[src/hw/rtl/gha_pkg.sv]
// ----------------------------------------------------------------------------
// gha_pkg
// Shared types, codes and helpers for the gradient histogram accumulator.
// ----------------------------------------------------------------------------
package gha_pkg;

  localparam int SUM_W = 48;
  localparam int VAL_W = 32;

  typedef enum logic [1:0] {
    REQ_LOAD     = 2'd0,
    REQ_ACC      = 2'd1,
    REQ_READ     = 2'd2,
    REQ_READ_CLR = 2'd3
  } req_t;

  localparam logic [1:0] ST_OK    = 2'd0;
  localparam logic [1:0] ST_RANGE = 2'd1;
  localparam logic [1:0] ST_SAT   = 2'd2;

  localparam logic [4:0] MISS_SLOT = 5'd16;

  // controller -> datapath
  typedef struct packed {
    logic clr_wr;
    logic latch;
    logic scan_start;
    logic scan_step;
    logic hist_rd;
    logic fin_look;
    logic fin_hist;
  } gha_cmd_t;

  // datapath -> controller
  typedef struct packed {
    logic clr_last;
    logic err;
    logic load;
    logic scan;
    logic scan_done;
    logic out_room;
  } gha_stat_t;

  // 48-bit accumulate with clamp; bit 48 of the result flags saturation
  function automatic logic [SUM_W:0] sat_add(input logic [SUM_W-1:0] acc,
                                             input logic [VAL_W-1:0] add);
    logic [SUM_W:0]   sum;
    logic [SUM_W-1:0] res;
    logic             ovf;
    sum = {acc[SUM_W-1], acc} + {{(SUM_W-VAL_W+1){add[VAL_W-1]}}, add};
    ovf = sum[SUM_W] != sum[SUM_W-1];
    if (!ovf) begin
      res = sum[SUM_W-1:0];
    end else if (sum[SUM_W]) begin
      res = {1'b1, {(SUM_W-1){1'b0}}};
    end else begin
      res = {1'b0, {(SUM_W-1){1'b1}}};
    end
    return {ovf, res};
  endfunction

endpackage

[src/hw/rtl/gha_ctrl.sv]
// ----------------------------------------------------------------------------
// gha_ctrl
// Request sequencer: clearing pass, decode, split scan, histogram update.
// ----------------------------------------------------------------------------
module gha_ctrl (
  input  logic               clk,
  input  logic               rst,
  input  logic               in_valid,
  output logic               in_stall,
  input  gha_pkg::gha_stat_t stat,
  output gha_pkg::gha_cmd_t  cmd
);
  import gha_pkg::*;

  typedef enum logic [5:0] {
    S_CLEAR = 6'b000001,
    S_IDLE  = 6'b000010,
    S_LOOK  = 6'b000100,
    S_SCAN  = 6'b001000,
    S_HRD   = 6'b010000,
    S_HWR   = 6'b100000
  } state_t;

  state_t state, state_next;

  always_ff @(posedge clk) begin
    if (rst) begin
      state <= S_CLEAR;
    end else begin
      state <= state_next;
    end
  end

  assign in_stall = state != S_IDLE;

  always_comb begin
    state_next = state;
    cmd        = '0;
    case (state)
      S_CLEAR: begin
        cmd.clr_wr = 1'b1;
        if (stat.clr_last) state_next = S_IDLE;
      end
      S_IDLE: begin
        if (in_valid) begin
          cmd.latch  = 1'b1;
          state_next = S_LOOK;
        end
      end
      S_LOOK: begin
        if (stat.err || stat.load) begin
          if (stat.out_room) begin
            cmd.fin_look = 1'b1;
            state_next   = S_IDLE;
          end
        end else begin
          cmd.scan_start = 1'b1;
          state_next     = stat.scan ? S_SCAN : S_HRD;
        end
      end
      S_SCAN: begin
        if (stat.scan_done) begin
          state_next = S_HRD;
        end else begin
          cmd.scan_step = 1'b1;
        end
      end
      S_HRD: begin
        cmd.hist_rd = 1'b1;
        state_next  = S_HWR;
      end
      S_HWR: begin
        if (stat.out_room) begin
          cmd.fin_hist = 1'b1;
          state_next   = S_IDLE;
        end
      end
      default: state_next = S_CLEAR;
    endcase
  end

  a_fin_has_room: assert property (@(posedge clk) disable iff (rst)
    (cmd.fin_look || cmd.fin_hist) |-> stat.out_room)
    else $error("result written over a pending transaction");

  a_latch_to_look: assert property (@(posedge clk) disable iff (rst)
    cmd.latch |=> state == S_LOOK)
    else $error("accepted request not decoded");

  a_no_accept_in_clear: assert property (@(posedge clk) disable iff (rst)
    state == S_CLEAR |-> !cmd.latch && in_stall)
    else $error("request accepted during clearing pass");

endmodule

[config.mk]
export PLATFORM = sky130hd
export DESIGN_NAME = gha_ctrl
export DESIGN_NICKNAME = d
export VERILOG_FILES = /design/src/hw/rtl/gha_pkg.sv /design/src/hw/rtl/gha_ctrl.sv
export SDC_FILE = /design/constraint.sdc
export NUM_CORES = 1
export LEC_CHECK = 0
export BUFFER_PORTS_ARGS = -buffer_cell sky130_fd_sc_hd__clkbuf_2
export CORE_AREA = 3 3 40 42
export DETAILED_ROUTE_END_ITERATION = 16
export DIE_AREA = 0 0 43 45
export GPL_TIMING_DRIVEN = 0
export SYNTH_ARGS = -nofsm -noshare
export SYNTH_HDL_FRONTEND = slang
export SYNTH_SLANG_ARGS = --single-unit
[constraint.sdc]
create_clock -name clk -period 2.59 [get_ports clk]
set_clock_uncertainty 0.2 [all_clocks]
set_input_delay 0.518 -clock clk [delete_from_list [all_inputs] [get_ports clk]]
set_output_delay 0.518 -clock clk [all_outputs]
set_load 0.02 [all_outputs]
After elaboration in Yosys (flattened, before gate mapping)
Index checks and enable logic that the tools add are counted.
{ "totals": {"ff_bits": 6, "output_inout_bits": 8, "wordCells": 32} }
{ "classes": {"n_eq_ne": 10, "mux": 19, "reduce_logical": 2} }
{ "ops": {"columns": ["op", "n"], "rows": [
  ["case mux 6 bit (6 select lines)", 1],
  ["2-to-1 mux 6 bit", 5],
  ["2-to-1 mux 1 bit", 12],
  ["equality test 6 x 1 -> 1 bit (second input constant)", 1],
  ["equality test 6 x 2 -> 1 bit (second input constant)", 1],
  ["equality test 6 x 3 -> 1 bit (second input constant)", 1],
  ["equality test 6 x 4 -> 1 bit (second input constant)", 1],
  ["equality test 6 x 5 -> 1 bit (second input constant)", 1],
  ["equality test 6 bit (second input constant)", 1],
  ["!= test 2 bit (second input constant)", 3],
  ["!= test 6 x 2 -> 1 bit (second input constant)", 1],
  ["2-to-1 mux 5 bit", 1],
  ["AND reduction 3 bit", 1],
  ["logical OR 1 bit", 1]
]} }

Logic depth before layout (Yosys ltp)
Gate-level depths: netlist of run 1.
{ "depth": {"word_depth": 3, "mapped_depth": 5, "ltp_nobuf": 4} }

Worst setup path after synthesis of run 1
Ideal clock, no wire load.
{ "synth_path": {"path_type": "register to output", "startpoint": "register state[1]", "endpoint": "output cmd[2] in the netlist's numbering", "arrival_ns": 1.594, "path_slack_ns": 0.278, "stages_incl_launch_ff": 4, "path_cell_list": "dfxtp_1 -> clkbuf_1 -> or4_1 -> nor3b_1"} }
{ "synth_rtl": {"columns": ["element", "line_no", "text"], "rows": [
  ["from (decl)", "gha_ctrl.sv:24", "state_t state, state_next;"],
  ["from (signal assigned)", "gha_ctrl.sv:30", "state <= state_next;"],
  ["to (decl)", "gha_ctrl.sv:11", "output gha_pkg::gha_cmd_t cmd"]
]} }

==> reports/metrics.cfg, run 1 <==
[sta]
maxSlewViolCount = 0
max_freq_ghz = 0.4053
hold_violations = 0
finalSetupViolations = 0
worstMarginPinSlew_ps = 370.3
rsz0062_at_grt = false
period_share_pct = 95.26
setup_tns_ps = 0
relSlewSlack_pct = 75.22
period_minus_slack_ps = 2467

[worst_setup_path]
critPathTopFamily = simple AND/OR/NAND/NOR gates
startpoint_type = flop
cp_max_fo = 9
reg2reg_depth = 4
critPathSlowestCell = or4b_4
crit_chain = buf_6 -> or4b_4 -> nor4_4 -> and2_1 -> clkbuf_2
reg2reg_slack_ps = 410
r2r_end = state[0]
worst_setup_path_end_kind = output port
crit-reg2reg-launch = state[2]
cp.required_ps = 1870
crit_cells = 5
critPathKind = flop to output port
cp.arrival_ps = 1750
critPathMaxStageDelay_ps = 550
crit_buf_inv = 2

[place]
io_buffers = 16
place_hpwl_um = 850.2
place_inst = 87
place.gp.congestion = 0.7178

[final_layout]
top_regs = state (6)
diodes = 0
final_common_cell = clkbuf_2
synthToLayoutAreaGrowth_pct = 32.32
regMostFlops = state
largest_reg_flops = 6
fin_cells = 88
drive_gt1_share_pct = 41.10
final_nets = 84
layout_common_cells = clkbuf_2, nor2_1, dfxtp_1, nor3_1

[drt]
wl_per_cell_um = 12.81
via_per_inst = 5.591
routed_wl_um = 1127
vias = 492
drtIter0Drc = 14
drtAntennaViolNets = 0
drc = 0
dr.pass1.iters = 4

[pwr]
pwr-share-comb_pct = 29.9
switching_share_pct = 34.22
clockPowerShare_pct = 28.9
switching_power_w = 0.0001001
seqPwrFrac_pct = 41.2
peakVddDrop_mv = 0.3646
internal-power_w = 0.0001924
p_leak_nw = 0.2660
powerDensity_mw_per_mm2 = 488.0

[synthesis]
syn_avg_cell_area_um2 = 8.088
ys_ff_latch = 6
synth_seq_area_share_pct = 26.52
syn-num-nets = 65
synth_cell_types = 31
synthesis.area_um2 = 452.9
synthCells = 56
ys_warn_count = 0

[flow_run]
max-cap-violations = 0

[global_routing]
gr-total-overflow = 0
antenna_found_initial = 0
grt_first_pass_wirelength_um = 1918
grt_max_degree = 10
grtUsageTotal_pct = 13.41
grt_pass1_vias = 441

[clock_network]
cts_setup_buffers = 0
clk_pin_slew_ps = 40
cts-root-buf = clkbuf_4
numCtsBuffers = 3
clock-sinks = 6
cts_tree = yes
cts.htree.levels = 1
clk-insertion-delay-late_ps = 240
clockBufferDepth = 2

[floorplanning]
die_h_um = 45
coreArea_mm2 = 0.001285
die_area_mm2 = 0.001935
die_w_um = 43
rows = 13
initial_core_util_pct = 35.25
io_pins = 17

[min_path]
hold_path_class = input pin to flop
worstHoldEndpoint = state[1]
min_from = rst
hold_path_depth = 2

[run_status]
status = completed

## power by group through the flow
| stage | logic [W] | registers, W | clock network [W] |
|---|---|---|---|
| finish | 0.0000874 | 0.000121 | 0.0000845 |
| global route | 0.0000946 | 0.000123 | 0.0000991 |
| floorplan | 0.0000654 | 0.000108 | 0 |
| detailed placement | 0.0000910 | 0.000110 | 0 |
| CTS | 0.0000927 | 0.000109 | 0.0000874 |
| global placement | 0.0000909 | 0.000110 | 0 |
## cell type report
| class | instances | area, um^2 |
|---|---|---|
| Timing Repair Buffer | 16 | 80.08 |
| Sequential cell | 6 | 120.1 |
| Clock buffer | 3 | 22.52 |
| Buffer | 1 | 11.26 |
| Tap cell | 15 | 18.77 |
| Multi-Input combinational cell | 45 | 339.1 |
| Fill cell | 127 | 685.7 |
| Inverter | 2 | 7.507 |
## worst reg2reg max path: cells and delay by family, from the launching register on
family	cells	cell delay [ps]
AO/OA/AOI/OAI	1	380
adder cells (fa/ha/maj)	1	320
flip-flops	1	360
AND/OR/NAND/NOR	2	810
## synth_stat cells
master,count,share of area [%]
nand2b_1,1,1.4
a211oi_1,2,3.3
or2_2,2,2.8
or4_4,1,2.5
nor4_1,2,2.8
buf_6,1,2.5
o211a_1,1,2.2
a31oi_1,1,1.4
o211ai_1,1,1.7
a211oi_2,1,2.8
nand3b_1,1,1.7
o31ai_1,1,1.7
o21ba_1,1,2.2
nand3_1,1,1.1
nor3_1,6,6.6
or2b_1,1,1.7
dfxtp_1,6,27
or2_1,1,1.4
and2_1,2,2.8
a311o_1,1,2.2
or4b_1,1,2.2
nor2_1,6,5.0
nor3b_1,2,3.3
and4b_1,2,4.4
clkbuf_1,2,1.7
or4_1,1,1.7
or3_1,1,1.4
inv_1,2,1.7
maj3_2,1,2.5
xor2_1,1,1.9
o21ai_0,3,3.3
## per-stage QoR
stage | total power [W] | setup slack, ps | area (um^2) | hold slack, ps | utilization (%)
floorplan | 0.0001731 | 277.7 | 452.9 | 317.5 | -
global placement | 0.0002006 | 68.72 | 551.8 | 369.2 | 42.94
detailed placement | 0.0002008 | 87.71 | 551.8 | 374.0 | 42.94
CTS | 0.0002888 | -36.78 | 580.6 | 311.5 | 45.18
global route | 0.0003168 | 15.42 | 599.3 | 307.7 | 46.64
finish | 0.0002925 | 122.8 | 599.3 | 312.8 | 46.64
## kinds of logic after synthesis
| logic type | after synthesis | share of synthesized area (%) |
|---|---|---|
| buffers and inverters | 5 | 5.802 |
| AO/OA/AOI/OAI | 12 | 20.72 |
| adder cells (fa/ha/maj) | 1 | 2.486 |
| flip-flops | 6 | 26.52 |
| AND/OR/NAND/NOR | 31 | 42.54 |
| XOR/XNOR | 1 | 1.934 |
## how the worst max path moves through the flow
stage,startpoint,end,slack (ps)
2_1_floorplan,state[1],cmd[2],280
3_3_place_gp,state[4],cmd[1],70
3_5_place_dp,state[4],cmd[1],90
4_1_cts,state[4],cmd[4],-40
5_1_grt,state[3],cmd[1],20
6_report,state[5],cmd[1],120
## repair_timing
action                                  in CTS  in global routing
pin swaps                                    0                  0
hold buffers                                 0                  0
resized for setup                            1                  5
endpoints found under the setup margin       2                  4
cloned                                       0                  0
## layer usage
metal / track usage, % / wire [um]
met1: 17.11 / 520
met2: 19.46 / 503
met3: 7.570 / 103
met4: 3.614 / 0
met5: 0 / 0
No activity file was read; power rests on OpenSTA's default activity.
==> run 2: changes to the inputs <==
- ABC_AREA: not set -> 1
==> run 2 against run 1 <==
Effect of this change:
- sequential power shrank 9.9%
- total power is 0.80% lower
- final cell count grew 25%
- routed wire length fell by 9.3%
- highest routed layer is now met4
- cell area shrank 3.3%
==> reports/metrics.cfg, run 2 <==
[run_status]
status = completed  ; unchanged

[place]
dp_slack_ps = 597.4  ; was 87.71 ps
place_hpwl_um = 891.2  ; was 850.2 um
place_inst = 107  ; was 87
io_buffers = 16  ; unchanged
place.gp.congestion = 0.7758  ; was 0.7178

[clock_network]
cts_tree = yes  ; unchanged
clockBufferDepth = 2  ; unchanged
cts.htree.levels = 1  ; unchanged
cts_hold_buf = 0  ; unchanged
clock-sinks = 6  ; unchanged
clk_pin_slew_ps = 40  ; about the same
cts-root-buf = clkbuf_4  ; unchanged
clk-insertion-delay-late_ps = 240  ; about the same
cts.repair.resized = 0  ; was 1
cts_setup_buffers = 0  ; unchanged
numCtsBuffers = 3  ; unchanged

[pwr]
pwr-share-comb_pct = 33.4  ; was 29.9%
powerDensity_mw_per_mm2 = 500.8  ; was 488.0 mW/mm^2
switching_power_w = 0.0001032  ; was 0.0001001 W
clockPowerShare_pct = 29.0  ; was 28.9%
p_leak_nw = 0.3220  ; was 0.2660 nW
seqPwrFrac_pct = 37.7  ; was 41.2%
internal-power_w = 0.0001869  ; was 0.0001924 W
switching_share_pct = 35.59  ; was 34.22%
peakVddDrop_mv = 0.2092  ; was 0.3646 mV

[global_routing]
grtUsageTotal_pct = 12.90  ; was 13.41%
grt_first_pass_wirelength_um = 1869  ; was 1918 um
gr-total-overflow = 0  ; unchanged
antenna_found_initial = 0  ; unchanged
grt_pass1_vias = 499  ; was 441
grt_max_degree = 7  ; was 10

[drt]
drc = 0  ; unchanged
drtAntennaViolNets = 0  ; unchanged
routed_wl_um = 1022  ; was 1127 um
via_per_inst = 4.536  ; was 5.591
dr.pass1.iters = 4  ; unchanged
vias = 499  ; was 492
wl_per_cell_um = 9.291  ; was 12.81 um
drtIter0Drc = 4  ; was 14

[floorplanning]
die_area_mm2 = 0.001935  ; unchanged
rows = 13  ; unchanged
die_h_um = 45  ; unchanged
coreArea_mm2 = 0.001285  ; unchanged
initial_core_util_pct = 35.64  ; was 35.25%
io_pins = 17  ; unchanged
die_w_um = 43  ; unchanged

[worst_setup_path]
critPathSlowestCell = dfxtp_1  ; was or4b_4
critPathKind = flop to output port  ; unchanged
critPathMaxStageDelay_ps = 350  ; was 550 ps
startpoint_type = flop  ; unchanged
crit_top_cell = nor2_4
crit_chain = nor2_4 -> nand2_2 -> nor2_4 -> inv_2 -> nor3_1 -> clkbuf_2  ; was buf_6 -> or4b_4 -> nor4_4 -> and2_1 -> clkbuf_2
cp.required_ps = 1870  ; about the same
critPathTopFamily = simple AND/OR/NAND/NOR gates  ; unchanged
cp_max_fo = 5  ; was 9
cp.arrival_ps = 1380  ; was 1750 ps
worst_setup_path_end_kind = output port  ; unchanged
crit_buf_inv = 2  ; unchanged

[flow_run]
max-cap-violations = 0  ; unchanged

[sta]
worstMarginPinSlew_ps = 342.1  ; was 370.3 ps
relSlewSlack_pct = 77.11  ; was 75.22%
fin_ws_ps = 489.0  ; was 122.8 ps
finalSetupViolations = 0  ; unchanged
maxSlewViolCount = 0  ; unchanged
period_share_pct = 81.12  ; was 95.26%
setup_tns_ps = 0  ; unchanged
max_freq_ghz = 0.4760  ; was 0.4053 GHz
hold_violations = 0  ; unchanged
period_minus_slack_ps = 2101  ; was 2467 ps
rsz0062_at_grt = false  ; unchanged
hold_slack_ps = 311.0  ; was 312.8 ps

[synthesis]
synthesis.area_um2 = 457.9  ; was 452.9 um^2
synth_edf_count = 0  ; unchanged
synth_area_leader_cell = dfxtp_1  ; unchanged
synth_ff_type = dfxtp_1  ; unchanged
yosysMostFrequentCell = inv_1
syn-num-nets = 85  ; was 65
yosys.area.top_type_share_pct = 26.23  ; was 26.52%
ys_warn_count = 0  ; unchanged
synthTopCellsByCount = inv_1, nor2_1, nand2_1, dfxtp_1, nand4_1  ; was dfxtp_1, nor2_1, nor3_1, o21ai_0
synthArstFlopShare_pct = 0  ; unchanged
syn_avg_cell_area_um2 = 6.026  ; was 8.088 um^2
synth_seq_area_share_pct = 26.23  ; was 26.52%
ys_ff_latch = 6  ; unchanged
synthCells = 76  ; was 56
synth.area.top_cells = dfxtp_1, inv_1, nor2_1  ; was dfxtp_1, nor3_1, nor2_1
synth_cell_types = 16  ; was 31

[final_layout]
fin_cells = 110  ; was 88
synthToLayoutAreaGrowth_pct = 26.50  ; was 32.32%
regMostFlops = state  ; unchanged
diodes = 0  ; unchanged
largest_reg_flops = 6  ; unchanged
seq_area_um2 = 120.1  ; unchanged
fin_util_pct = 45.08  ; was 46.64%
final_nets = 106  ; was 84
layout_common_cells = inv_1, clkbuf_2, nor2_1, nand2_1  ; was clkbuf_2, nor2_1, dfxtp_1, nor3_1
top_regs = state (6)  ; unchanged
drive_gt1_share_pct = 31.58  ; was 41.10%
final_common_cell = inv_1  ; was clkbuf_2
fillers = 148  ; was 127
multi_input_area_um2 = 262.8  ; was 339.1 um^2

[min_path]
hold_path_class = input pin to flop  ; unchanged

## run 2: cell count changes after synthesis, sizes merged, moves of 4 or more
cell / change
nand4: +6
nor2: +13
a21oi: +4
nand2: +11
nor3: -5
inv: +18
## run 2: final timing paths
kind,startpoint,end,slack (ps),cells past startpoint
setup / recovery,state[5],cmd[1],490,6
hold reg to reg,state[2],state[2],350,2
hold / removal,rst,state[4],310,2
setup reg to reg,state[0],state[1],1170,7
## run 2: cell type report
cell class / count / area share (%)
multi-input cells: 50 / 45.36
inverters: 20 / 12.96
flip-flops and latches: 6 / 20.73
well taps: 15 / 3.240
repair buffers: 16 / 13.82
clock buffers: 3 / 3.888
## run 2: worst reg2reg max path: stages, from the launching register on
cell	delay, ps
dfxtp_1	390
inv_1	50
nor2_1	160
nand4_1	160
nand2_1	120
inv_1	40
a21oi_1	130
nor2_1	50
## run 2: per-layer routing
metal	global-route usage [%]	routed length [um]
met5	0	0
met4	7.229	11
met3	2.390	53
met2	20.66	444
met1	16.35	513
## run 2: logic make-up after synthesis
family / Yosys count / share of synthesized area [%]
simple gates: 41 / 46.45
buf+inv: 20 / 16.39
compound gates: 9 / 10.93
flops: 6 / 26.23
## run 2: per-stage QoR
step	power [W]	instance area, um^2
floorplan	0.0001799	457.9
global placement	0.0002078	556.8
detailed placement	0.0002084	556.8
CTS	0.0002933	579.3
global route	0.0003157	579.3
finish	0.0002901	579.3
## run 2: power groups by stage
stage / clock [W] / sequential (W) / combinational (W)
floorplan: 0 / 0.000109 / 0.0000705
global route: 0.0000943 / 0.000111 / 0.000110
detailed placement: 0 / 0.000111 / 0.0000974
global placement: 0 / 0.000111 / 0.0000972
CTS: 0.0000862 / 0.000109 / 0.0000978
finish: 0.0000840 / 0.000109 / 0.0000968
